[config.mk]
export PLATFORM = sky130hd
export DESIGN_NAME = dxt_texture_block_decoder_unit
export DESIGN_NICKNAME = d
export VERILOG_FILES = /design/src/design/dxt_pkg.sv /design/src/design/dxt_front.sv /design/src/design/dxt_queue.sv /design/src/design/dxt_back.sv /design/src/design/dxt_texture_block_decoder_unit.sv
export SDC_FILE = /design/constraint.sdc
export NUM_CORES = 2
export LEC_CHECK = 0
export BUFFER_PORTS_ARGS = -buffer_cell sky130_fd_sc_hd__buf_4
export CAP_MARGIN = 10
export CORE_MARGIN = 1.5
export CORE_UTILIZATION = 55
export DETAILED_ROUTE_END_ITERATION = 10
export PLACE_DENSITY = 0.81
export REMOVE_ABC_BUFFERS = 1
export SLEW_MARGIN = 20
export SYNTH_ARGS = -nofsm -noshare
export SYNTH_HDL_FRONTEND = slang
export SYNTH_SLANG_ARGS = --single-unit
[constraint.sdc]
create_clock -name clock -period 13.5 [get_ports clock]
set_clock_uncertainty 0.15 [all_clocks]
set_input_delay 3.375 -clock clock [delete_from_list [all_inputs] [get_ports clock]]
set_output_delay 3.375 -clock clock [all_outputs]
set_load 0.02 [all_outputs]
[src/design/dxt_pkg.sv]
// Package for the DXT3/DXT5 texture block decoder.
// Holds the shared types, register codes, queue sizing and the small arithmetic helpers.
// No dependencies.
`default_nettype none

package dxt_pkg;

   localparam int QDEPTH = 4;
   localparam int QPTR_W = 2;
   localparam int QCNT_W = 3;

   localparam logic [1:0] REG_ALPHA_MODE   = 2'd0;
   localparam logic [1:0] REG_IMAGE_WIDTH  = 2'd1;
   localparam logic [1:0] REG_IMAGE_HEIGHT = 2'd2;

   localparam logic ALPHA_DXT3 = 1'b0;
   localparam logic ALPHA_DXT5 = 1'b1;

   localparam logic [12:0] IMAGE_DIM_RESET = 13'd4096;

   typedef struct packed {
      logic        mode;
      logic [12:0] width;
      logic [12:0] height;
   } dxt_cfg_type;

   typedef struct packed {
      logic [63:0] alpha_half;
      logic [63:0] color_half;
      logic [9:0]  block_col;
      logic [9:0]  block_row;
      logic [15:0] mask;
      logic        mode;
   } dxt_raw_type;

   typedef struct packed {
      logic [63:0]           alpha_half;
      logic [31:0]           color_idx;
      logic [9:0]            block_col;
      logic [9:0]            block_row;
      logic [15:0]           mask;
      logic                  mode;
      logic [2:0][7:0]       e0;
      logic [2:0][7:0]       e1;
      logic                  a_gt;
      logic [5:0][10:0]      asum;
   } dxt_mid_type;

   typedef struct packed {
      logic [63:0]           alpha_half;
      logic [31:0]           color_idx;
      logic [9:0]            block_col;
      logic [9:0]            block_row;
      logic [15:0]           mask;
      logic                  mode;
      logic [3:0][2:0][7:0]  pal;
      logic [7:0][7:0]       atab;
   } dxt_entry_type;

   typedef struct packed {
      logic              avail;
      logic [QCNT_W-1:0] level;
   } dxt_qstat_type;

   // v*255/31 = 8v + floor(7v/31); the second term uses a reciprocal multiply.
   function automatic logic [7:0] expand5(input logic [4:0] v);
      logic [7:0]  t;
      logic [16:0] q;
      t = 8'(v) * 8'd7;
      q = 17'(t) * 17'd265;
      return {v, 3'b000} + {4'b0000, q[16:13]};
   endfunction

   // v*255/63 = 4v + floor(v/21).
   function automatic logic [7:0] expand6(input logic [5:0] v);
      logic [1:0] adj;
      if (v >= 6'd63) begin
         adj = 2'd3;
      end else if (v >= 6'd42) begin
         adj = 2'd2;
      end else if (v >= 6'd21) begin
         adj = 2'd1;
      end else begin
         adj = 2'd0;
      end
      return {v, 2'b00} + {6'b000000, adj};
   endfunction

   function automatic logic [7:0] div3(input logic [9:0] n);
      logic [20:0] q;
      q = 21'(n) * 21'd683;
      return q[18:11];
   endfunction

   function automatic logic [7:0] div5(input logic [10:0] n);
      logic [22:0] q;
      q = 23'(n) * 23'd3277;
      return q[21:14];
   endfunction

   function automatic logic [7:0] div7(input logic [10:0] n);
      logic [23:0] q;
      q = 24'(n) * 24'd4682;
      return q[22:15];
   endfunction

endpackage

`default_nettype wire

[src/design/dxt_front.sv]
// Front end of the decoder: accepts a block, works out which pixels lie inside the image
// and builds the colour palette and alpha table over two stages. Depends on dxt_pkg.
`default_nettype none

module dxt_front
   import dxt_pkg::*;
#(
   parameter int MAX_DIM = 4096
) (
   input  wire logic          clock,
   input  wire logic          reset,
   input  wire logic          start,
   output logic               busy,
   input  wire logic [63:0]   alpha_half,
   input  wire logic [63:0]   color_half,
   input  wire logic [9:0]    block_col,
   input  wire logic [9:0]    block_row,
   input  wire dxt_cfg_type   cfg,
   input  wire dxt_qstat_type qstat,
   output logic               push,
   output dxt_entry_type      entry
);

   localparam int DIM_W = $clog2(MAX_DIM + 1);
   localparam int CMP_W = (DIM_W > 13) ? DIM_W : 13;
   localparam logic [CMP_W-1:0] MAX_DIM_V = CMP_W'(MAX_DIM);

   logic          accept;
   logic          a_v_ff, a_v_in;
   dxt_raw_type   a_ff, a_in;
   logic          b_v_ff, b_v_in;
   dxt_mid_type   b_ff, b_in;
   logic [11:0]   px_x, px_y;

   assign busy   = (qstat.level + QCNT_W'(a_v_ff) + QCNT_W'(b_v_ff)) >= QCNT_W'(QDEPTH);
   assign accept = start && !busy;

   always_comb begin
      a_v_in          = accept;
      a_in.alpha_half = alpha_half;
      a_in.color_half = color_half;
      a_in.block_col  = block_col;
      a_in.block_row  = block_row;
      a_in.mode       = cfg.mode;
      a_in.mask       = '0;
      px_x            = '0;
      px_y            = '0;
      for (int p = 0; p < 16; p++) begin
         px_x = {block_col, 2'(p)};
         px_y = {block_row, 2'(p >> 2)};
         a_in.mask[p] = (CMP_W'(px_x) < CMP_W'(cfg.width)) && (CMP_W'(px_x) < MAX_DIM_V) &&
                        (CMP_W'(px_y) < CMP_W'(cfg.height)) && (CMP_W'(px_y) < MAX_DIM_V);
      end
   end

   always_comb begin
      logic [7:0] a0;
      logic [7:0] a1;
      a0              = a_ff.alpha_half[7:0];
      a1              = a_ff.alpha_half[15:8];
      b_v_in          = a_v_ff && (|a_ff.mask);
      b_in.alpha_half = a_ff.alpha_half;
      b_in.color_idx  = a_ff.color_half[63:32];
      b_in.block_col  = a_ff.block_col;
      b_in.block_row  = a_ff.block_row;
      b_in.mask       = a_ff.mask;
      b_in.mode       = a_ff.mode;
      b_in.e0[0]      = expand5(a_ff.color_half[15:11]);
      b_in.e0[1]      = expand6(a_ff.color_half[10:5]);
      b_in.e0[2]      = expand5(a_ff.color_half[4:0]);
      b_in.e1[0]      = expand5(a_ff.color_half[31:27]);
      b_in.e1[1]      = expand6(a_ff.color_half[26:21]);
      b_in.e1[2]      = expand5(a_ff.color_half[20:16]);
      b_in.a_gt       = a0 > a1;
      for (int k = 1; k <= 6; k++) begin
         if (b_in.a_gt) begin
            b_in.asum[k-1] = 11'(7 - k) * 11'(a0) + 11'(k) * 11'(a1);
         end else if (k <= 4) begin
            b_in.asum[k-1] = 11'(5 - k) * 11'(a0) + 11'(k) * 11'(a1);
         end else begin
            b_in.asum[k-1] = '0;
         end
      end
   end

   always_comb begin
      push             = b_v_ff;
      entry.alpha_half = b_ff.alpha_half;
      entry.color_idx  = b_ff.color_idx;
      entry.block_col  = b_ff.block_col;
      entry.block_row  = b_ff.block_row;
      entry.mask       = b_ff.mask;
      entry.mode       = b_ff.mode;
      entry.pal[0]     = b_ff.e0;
      entry.pal[1]     = b_ff.e1;
      for (int c = 0; c < 3; c++) begin
         entry.pal[2][c] = div3({1'b0, b_ff.e0[c], 1'b0} + {2'b00, b_ff.e1[c]});
         entry.pal[3][c] = div3({2'b00, b_ff.e0[c]} + {1'b0, b_ff.e1[c], 1'b0});
      end
      entry.atab[0] = b_ff.alpha_half[7:0];
      entry.atab[1] = b_ff.alpha_half[15:8];
      if (b_ff.a_gt) begin
         for (int k = 1; k <= 6; k++) begin
            entry.atab[k+1] = div7(b_ff.asum[k-1]);
         end
      end else begin
         for (int k = 1; k <= 4; k++) begin
            entry.atab[k+1] = div5(b_ff.asum[k-1]);
         end
         entry.atab[6] = 8'h00;
         entry.atab[7] = 8'hFF;
      end
   end

   always_ff @(posedge clock) begin
      if (reset) begin
         a_v_ff <= 1'b0;
         b_v_ff <= 1'b0;
      end else begin
         a_v_ff <= a_v_in;
         b_v_ff <= b_v_in;
      end
      if (a_v_in) begin
         a_ff <= a_in;
      end
      if (a_v_ff) begin
         b_ff <= b_in;
      end
   end

endmodule

`default_nettype wire

[src/design/dxt_queue.sv]
// Short queue of decoded block descriptions between the front end and the pixel emitter.
// Depends on dxt_pkg.
`default_nettype none

module dxt_queue
   import dxt_pkg::*;
(
   input  wire logic          clock,
   input  wire logic          reset,
   input  wire logic          push,
   input  wire dxt_entry_type push_entry,
   input  wire logic          pop,
   output dxt_entry_type      pop_entry,
   output dxt_qstat_type      qstat
);

   dxt_entry_type     mem [QDEPTH];
   logic [QPTR_W-1:0] wr_ptr_ff, wr_ptr_in;
   logic [QPTR_W-1:0] rd_ptr_ff, rd_ptr_in;
   logic [QCNT_W-1:0] count_ff, count_in;

   always_comb begin
      wr_ptr_in = push ? wr_ptr_ff + 1'b1 : wr_ptr_ff;
      rd_ptr_in = pop ? rd_ptr_ff + 1'b1 : rd_ptr_ff;
      count_in  = count_ff + QCNT_W'(push) - QCNT_W'(pop);
   end

   assign pop_entry   = mem[rd_ptr_ff];
   assign qstat.avail = count_ff != '0;
   assign qstat.level = count_ff;

   always_ff @(posedge clock) begin
      if (reset) begin
         wr_ptr_ff <= '0;
         rd_ptr_ff <= '0;
         count_ff  <= '0;
      end else begin
         wr_ptr_ff <= wr_ptr_in;
         rd_ptr_ff <= rd_ptr_in;
         count_ff  <= count_in;
      end
      if (push) begin
         mem[wr_ptr_ff] <= push_entry;
      end
   end

endmodule

`default_nettype wire

[src/design/dxt_back.sv]
// Pixel emitter: walks the in-image pixels of one block at a time and drives one
// registered RGBA result per cycle. Depends on dxt_pkg.
`default_nettype none

module dxt_back
   import dxt_pkg::*;
(
   input  wire logic          clock,
   input  wire logic          reset,
   input  wire dxt_qstat_type qstat,
   input  wire dxt_entry_type q_entry,
   output logic               pop,
   output logic               rsp_valid,
   output logic [11:0]        rsp_pixel_x,
   output logic [11:0]        rsp_pixel_y,
   output logic [7:0]         rsp_red,
   output logic [7:0]         rsp_green,
   output logic [7:0]         rsp_blue,
   output logic [7:0]         rsp_alpha,
   output logic               rsp_last
);

   function automatic logic [3:0] lowest_set(input logic [15:0] m);
      logic [3:0] idx;
      idx = '0;
      for (int i = 15; i >= 0; i--) begin
         if (m[i]) begin
            idx = 4'(i);
         end
      end
      return idx;
   endfunction

   logic          cur_v_ff, cur_v_in;
   dxt_entry_type cur_ff;
   logic [15:0]   rem_ff, rem_in;
   logic [15:0]   rest;
   logic [3:0]    pix;
   logic          finishing;
   logic [1:0]    ci;
   logic [5:0]    apos;
   logic [2:0]    aidx;
   logic [3:0]    anib;

   logic          valid_ff;
   logic [11:0]   x_ff, x_in;
   logic [11:0]   y_ff, y_in;
   logic [7:0]    r_ff, r_in;
   logic [7:0]    g_ff, g_in;
   logic [7:0]    b_ff, b_in;
   logic [7:0]    a_ff, a_in;
   logic          last_ff, last_in;

   always_comb begin
      pix       = lowest_set(rem_ff);
      rest      = rem_ff & (rem_ff - 16'd1);
      finishing = cur_v_ff && (rest == '0);
      pop       = qstat.avail && (!cur_v_ff || finishing);

      ci   = cur_ff.color_idx[{pix, 1'b0} +: 2];
      anib = cur_ff.alpha_half[{pix, 2'b00} +: 4];
      apos = 6'd16 + {2'b00, pix} + {1'b0, pix, 1'b0};
      aidx = cur_ff.alpha_half[apos +: 3];

      x_in    = {cur_ff.block_col, pix[1:0]};
      y_in    = {cur_ff.block_row, pix[3:2]};
      r_in    = cur_ff.pal[ci][0];
      g_in    = cur_ff.pal[ci][1];
      b_in    = cur_ff.pal[ci][2];
      a_in    = (cur_ff.mode == ALPHA_DXT3) ? {anib, anib} : cur_ff.atab[aidx];
      last_in = rest == '0;

      if (pop) begin
         cur_v_in = 1'b1;
         rem_in   = q_entry.mask;
      end else begin
         cur_v_in = cur_v_ff && !finishing;
         rem_in   = rest;
      end
   end

   always_ff @(posedge clock) begin
      if (reset) begin
         cur_v_ff <= 1'b0;
         valid_ff <= 1'b0;
      end else begin
         cur_v_ff <= cur_v_in;
         valid_ff <= cur_v_ff;
      end
      rem_ff <= rem_in;
      if (pop) begin
         cur_ff <= q_entry;
      end
      x_ff    <= x_in;
      y_ff    <= y_in;
      r_ff    <= r_in;
      g_ff    <= g_in;
      b_ff    <= b_in;
      a_ff    <= a_in;
      last_ff <= last_in;
   end

   assign rsp_valid   = valid_ff;
   assign rsp_pixel_x = x_ff;
   assign rsp_pixel_y = y_ff;
   assign rsp_red     = r_ff;
   assign rsp_green   = g_ff;
   assign rsp_blue    = b_ff;
   assign rsp_alpha   = a_ff;
   assign rsp_last    = last_ff;

endmodule

`default_nettype wire

[src/design/dxt_texture_block_decoder_unit.sv]
// Top level of the DXT3/DXT5 texture block decoder with its configuration registers.
// Depends on dxt_pkg, dxt_front, dxt_queue and dxt_back.
//
// A block is taken at a clock edge where start is high and busy is low. The pixels of the
// block that lie inside the image leave in raster order, one per cycle on rsp_valid, with
// rsp_last on the final one; the receiver cannot stall them. A block holds the pixel
// emitter until its last pixel inside the image has left; blocks with no such pixel
// emit nothing and are dropped before the queue. Pixels pass the two front-end stages,
// the queue, the emitter's block register and its result registers. Busy rises once the
// blocks in the four-entry queue and the two front-end stages together number four, so
// blocks can be issued back to back until the emitter falls behind. The user writes
// the registers through the APB port only while the block is idle; the block does not enforce it.
`default_nettype none

module dxt_texture_block_decoder_unit
   import dxt_pkg::*;
#(
   parameter int MAX_DIM = 4096
) (
   input  wire logic        clock,
   input  wire logic        reset,
   input  wire logic        start,
   output logic             busy,
   input  wire logic [63:0] req_alpha_half,
   input  wire logic [63:0] req_color_half,
   input  wire logic [9:0]  req_block_col,
   input  wire logic [9:0]  req_block_row,
   output logic             rsp_valid,
   output logic [11:0]      rsp_pixel_x,
   output logic [11:0]      rsp_pixel_y,
   output logic [7:0]       rsp_red,
   output logic [7:0]       rsp_green,
   output logic [7:0]       rsp_blue,
   output logic [7:0]       rsp_alpha,
   output logic             rsp_last,
   input  wire logic        psel,
   input  wire logic        penable,
   input  wire logic        pwrite,
   input  wire logic [3:0]  paddr,
   input  wire logic [31:0] pwdata,
   output logic [31:0]      prdata,
   output logic             pready
);

   logic          mode_ff, mode_in;
   logic [12:0]   width_ff, width_in;
   logic [12:0]   height_ff, height_in;
   logic          wr_en;
   dxt_cfg_type   cfg;
   dxt_qstat_type qstat;
   logic          push;
   logic          pop;
   dxt_entry_type push_entry;
   dxt_entry_type pop_entry;

   assign pready = 1'b1;
   assign wr_en  = psel && penable && pwrite && pready;

   always_comb begin
      mode_in   = mode_ff;
      width_in  = width_ff;
      height_in = height_ff;
      if (wr_en) begin
         case (paddr[3:2])
            REG_ALPHA_MODE:   mode_in   = pwdata[0];
            REG_IMAGE_WIDTH:  width_in  = pwdata[12:0];
            REG_IMAGE_HEIGHT: height_in = pwdata[12:0];
            default: ;
         endcase
      end
   end

   always_comb begin
      case (paddr[3:2])
         REG_ALPHA_MODE:   prdata = {31'd0, mode_ff};
         REG_IMAGE_WIDTH:  prdata = {19'd0, width_ff};
         REG_IMAGE_HEIGHT: prdata = {19'd0, height_ff};
         default:          prdata = '0;
      endcase
   end

   always_ff @(posedge clock) begin
      if (reset) begin
         mode_ff   <= ALPHA_DXT5;
         width_ff  <= IMAGE_DIM_RESET;
         height_ff <= IMAGE_DIM_RESET;
      end else begin
         mode_ff   <= mode_in;
         width_ff  <= width_in;
         height_ff <= height_in;
      end
   end

   assign cfg.mode   = mode_ff;
   assign cfg.width  = width_ff;
   assign cfg.height = height_ff;

   dxt_front #(
      .MAX_DIM (MAX_DIM)
   ) u_front (
      .clock      (clock),
      .reset      (reset),
      .start      (start),
      .busy       (busy),
      .alpha_half (req_alpha_half),
      .color_half (req_color_half),
      .block_col  (req_block_col),
      .block_row  (req_block_row),
      .cfg        (cfg),
      .qstat      (qstat),
      .push       (push),
      .entry      (push_entry)
   );

   dxt_queue u_queue (
      .clock      (clock),
      .reset      (reset),
      .push       (push),
      .push_entry (push_entry),
      .pop        (pop),
      .pop_entry  (pop_entry),
      .qstat      (qstat)
   );

   dxt_back u_back (
      .clock       (clock),
      .reset       (reset),
      .qstat       (qstat),
      .q_entry     (pop_entry),
      .pop         (pop),
      .rsp_valid   (rsp_valid),
      .rsp_pixel_x (rsp_pixel_x),
      .rsp_pixel_y (rsp_pixel_y),
      .rsp_red     (rsp_red),
      .rsp_green   (rsp_green),
      .rsp_blue    (rsp_blue),
      .rsp_alpha   (rsp_alpha),
      .rsp_last    (rsp_last)
   );

endmodule

`default_nettype wire

==> results.sh <==
export IMPL_max_cap_violations=0
export IMPL_cts_hold_buf=0
export IMPL_tightest_slew_ns=1.15
export IMPL_boundaryPins=282
export IMPL_worst_r2r_cell_count=23
export IMPL_worstPathMaxFanout=14
export IMPL_outcome="finished, final reports clean"
export IMPL_cts_sinks=1891
export IMPL_rows=158
export IMPL_grt_pass1_vias=60178
export IMPL_synth_cells=6973
export IMPL_rr_endpoint="u_queue.mem[0][159]"
export IMPL_die_h_um=436
export IMPL_cts_made_buffers=185
export IMPL_nNetsFinal=9168
export IMPL_die_w_um=436
export IMPL_end_kind="output pin"
export IMPL_cpMostUsedCell="buf_4"
export IMPL_wl_met3_um=11600
export IMPL_io_buffers=240
export IMPL_regArea_mm2=0.0557
export IMPL_fmax_mhz=122
export IMPL_min_from="u_back.cur_ff[188]"
export IMPL_hold_viol_final=0
export IMPL_cp_required_ns=9.97
export IMPL_syn2layout_area_growth_pct=10.5
export IMPL_num_vias=57097
export IMPL_dr_wl_met2_um=109000
export IMPL_synth_top_area_share_pct=51.7
export IMPL_dr_pass1_iters=6
export IMPL_synth_edf_count=1778
export IMPL_final_core_util_pct=61.3
export IMPL_synth_warnings=0
export IMPL_cp_start_kind="input port"
export IMPL_grt_usage_pct=23.0
export IMPL_hp_class="reg -> reg"
export IMPL_slowest_delay_ns=0.76
export IMPL_hold_end="u_back.rsp_pixel_x[3]"
export IMPL_place_gp_congestion=0.899
export IMPL_synth_top_cells_by_area="edfxtp_1 52%, ha_1 15%, fa_1 7.7%, mux4_2 6.9%, inv_1 3.3%"
export IMPL_postCtsSetupBuffers=0
export IMPL_initial_core_util_pct=55.5
export IMPL_syn_cell_area_mm2=0.103
export IMPL_cts_tree="yes"
export IMPL_hold_depth=0
export IMPL_arrival_ns=4.68
export IMPL_multiInputGateArea_mm2=0.0435
export IMPL_period_needed_ns=8.21
export IMPL_critPathKind="in -> out"
export IMPL_synth_area_per_cell_um2=14.8
export IMPL_grt_pass1_wl_um=339000
export IMPL_grt_overflow=0
export IMPL_htreeDepth=4
export IMPL_ys_flop_type="edfxtp_1"
export IMPL_setup_violations=0
export IMPL_cp_cell_sequence="buf_4 -> nor2b_1 -> a22o_1 -> buf_4"
export IMPL_crit_buf_inv=2
export IMPL_grt_max_degree=177
export IMPL_drc=0
export IMPL_async_flop_share_pct=0
export IMPL_fp_dieArea_mm2=0.190
export IMPL_synth_area_leader_cell="edfxtp_1"
export IMPL_viasPerCell=5.74
export IMPL_finalCritPeriodShare_pct=60.8
export IMPL_drive_gt1_share_pct=12.5
export IMPL_timing_hold_ws_ns=0.190
export IMPL_fin_cells=9954
export IMPL_top_layer_used="met5"
export IMPL_fillers=13214
export IMPL_worstSkewPairLatency_ns=0.83
export IMPL_antenna_found_initial=3
export IMPL_path_delay_family="simple AND/OR/NAND/NOR gates"
export IMPL_slew_violations=0
export IMPL_clockBufferDepth=3
export IMPL_reg2reg_slack_ns=5.82
export IMPL_r2r_start="u_front.entry[81]"
export IMPL_antenna_left=0
export IMPL_cpMaxStageDelayCell="nor2b_1"
export IMPL_wl_um=216000
export IMPL_wire_per_inst_um=21.7
export IMPL_rsz0062_at_grt="no"
export IMPL_layout_commonest_cell="edfxtp_1"
export IMPL_path_clk_slew_ns=0.06
export IMPL_dp_cells=9606
export IMPL_fp_coreArea_mm2=0.186
export IMPL_layout_common_cells="1778 x edfxtp_1, 1270 x ha_1, 920 x inv_1, 395 x fa_1, 314 x mux4_2"
export IMPL_ys_ff_latch=1891
export IMPL_cts_resized=0
export IMPL_drt_initial_drc_count=4125
export IMPL_yosysUniqueCellTypes=85
export IMPL_wl_met1_um=88300
export IMPL_yosysSeqAreaShare_pct=53.9
export IMPL_clockRootBuffer="clkbuf_16"
export IMPL_slew_headroom_pct=23.4
export IMPL_detailed_place_hpwl_um=146000
cell usage after synthesis, types with 39 or more instances:
cell type	instances
a21o_1	81
a21oi_1	244
and3_1	39
buf_1	42
clkbuf_1	80
dfxtp_1	113
edfxtp_1	1778
fa_1	395
ha_1	1270
inv_1	921
mux2i_1	74
mux4_2	314
nand2_1	274
nand2b_1	42
nand3_1	76
nor2_1	212
nor2b_1	62
nor3_1	91
o21ai_0	123
o21bai_1	68
xnor2_1	204
xor2_1	81
registers in the layout, summed over array words and instances (netlist names), 2 cells and up, named ones only:
register and cells:
u_queue.mem 1108, u_back.cur_ff 261, u_front.entry 179, u_front.a_ff 165, u_front.b_ff 65, u_back.rem_ff 16, height_ff 13, width_ff 13
u_back.rsp_pixel_x 12, u_back.rsp_pixel_y 12, u_back.rsp_alpha 8, u_back.rsp_blue 8, u_back.rsp_green 8, u_back.rsp_red 8, u_queue.count_ff 3, u_queue.rd_ptr_ff 2
u_queue.wr_ptr_ff 2
logic make-up (layout without fill, tap and decap cells):
group | count (synthesis) | count (layout) | synth area share [%]
buffers and inverters | 1083 | 1564 | 4.05
AOI/OAI and AO/OA | 756 | 756 | 4.78
and+or+nand+nor | 892 | 892 | 4.08
DFF | 1891 | 1891 | 53.9
other | 2 | 22 | 0.00728
xor gates and xnor gates | 285 | 285 | 2.42
adders and majority gates | 1667 | 1667 | 23.1
muxes | 397 | 397 | 7.67
layout make-up:
type / instances / share of cell area, %
Sequential cell: 1891 / 48.8
Multi-Input combinational cell: 4017 / 38.1
Clock buffer: 242 / 4.29
Inverter: 924 / 3.04
Tap cell: 2480 / 2.72
Timing Repair Buffer: 294 / 1.97
Clock inverter: 104 / 1.05
Antenna cell: 2 / 0.00439
worst max-delay path by stage:
| stage | startpoint | to | slack, ns | cells past startpoint |
|---|---|---|---|---|
| floorplan | u_back.rem_ff[0] | u_queue.count_ff[2] | -4.88 | 16 |
| finish | paddr[2] | prdata[9] | 5.29 | 4 |
| global placement | paddr[2] | prdata[2] | 5.42 | 4 |
| CTS | paddr[2] | prdata[9] | 5.31 | 4 |
| global route | paddr[2] | prdata[0] | 5.24 | 5 |
| detailed placement | paddr[2] | prdata[9] | 5.34 | 4 |
through the flow:
stage | cell area (um^2) | setup TNS [ns] | setup slack, ns
floorplan | 103000 | -843.75 | -4.88
global placement | 108000 | 0 | 5.42
detailed placement | 108000 | 0 | 5.34
CTS | 114000 | 0 | 5.31
global route | 114000 | 0 | 5.24
finish | 114000 | 0 | 5.29
worst reg2reg max path, cell delays in order (launching register included):
cell and delay, ns:
edfxtp_1 0.53, ha_1 0.30, fa_1 0.40, a21o_1 0.19
a21oi_1 0.23, o21bai_1 0.09, a21oi_1 0.23, nor2b_1 0.07
o21ai_0 0.68, inv_1 0.21, ha_1 0.35, ha_1 0.30
inv_1 0.06, fa_1 0.53, inv_1 0.05, fa_1 0.43
ha_1 0.29, ha_1 0.19, a2111oi_0 0.65, o31ai_1 0.28
o41ai_1 0.58, o21bai_1 0.18, a21oi_1 0.21, xnor2_1 0.27
metal layers:
layer | up-vias | track usage (%)
met1 | 28764 | 29.7
li1 | 26196 | -
met2 | 1725 | 40.0
met5 | - | 0
met4 | 4 | 7.63
met3 | 408 | 3.11
Power is left out: the tool's default activity adds up to more than one toggle a clock period on the data nets, which glitch-free logic cannot reach.
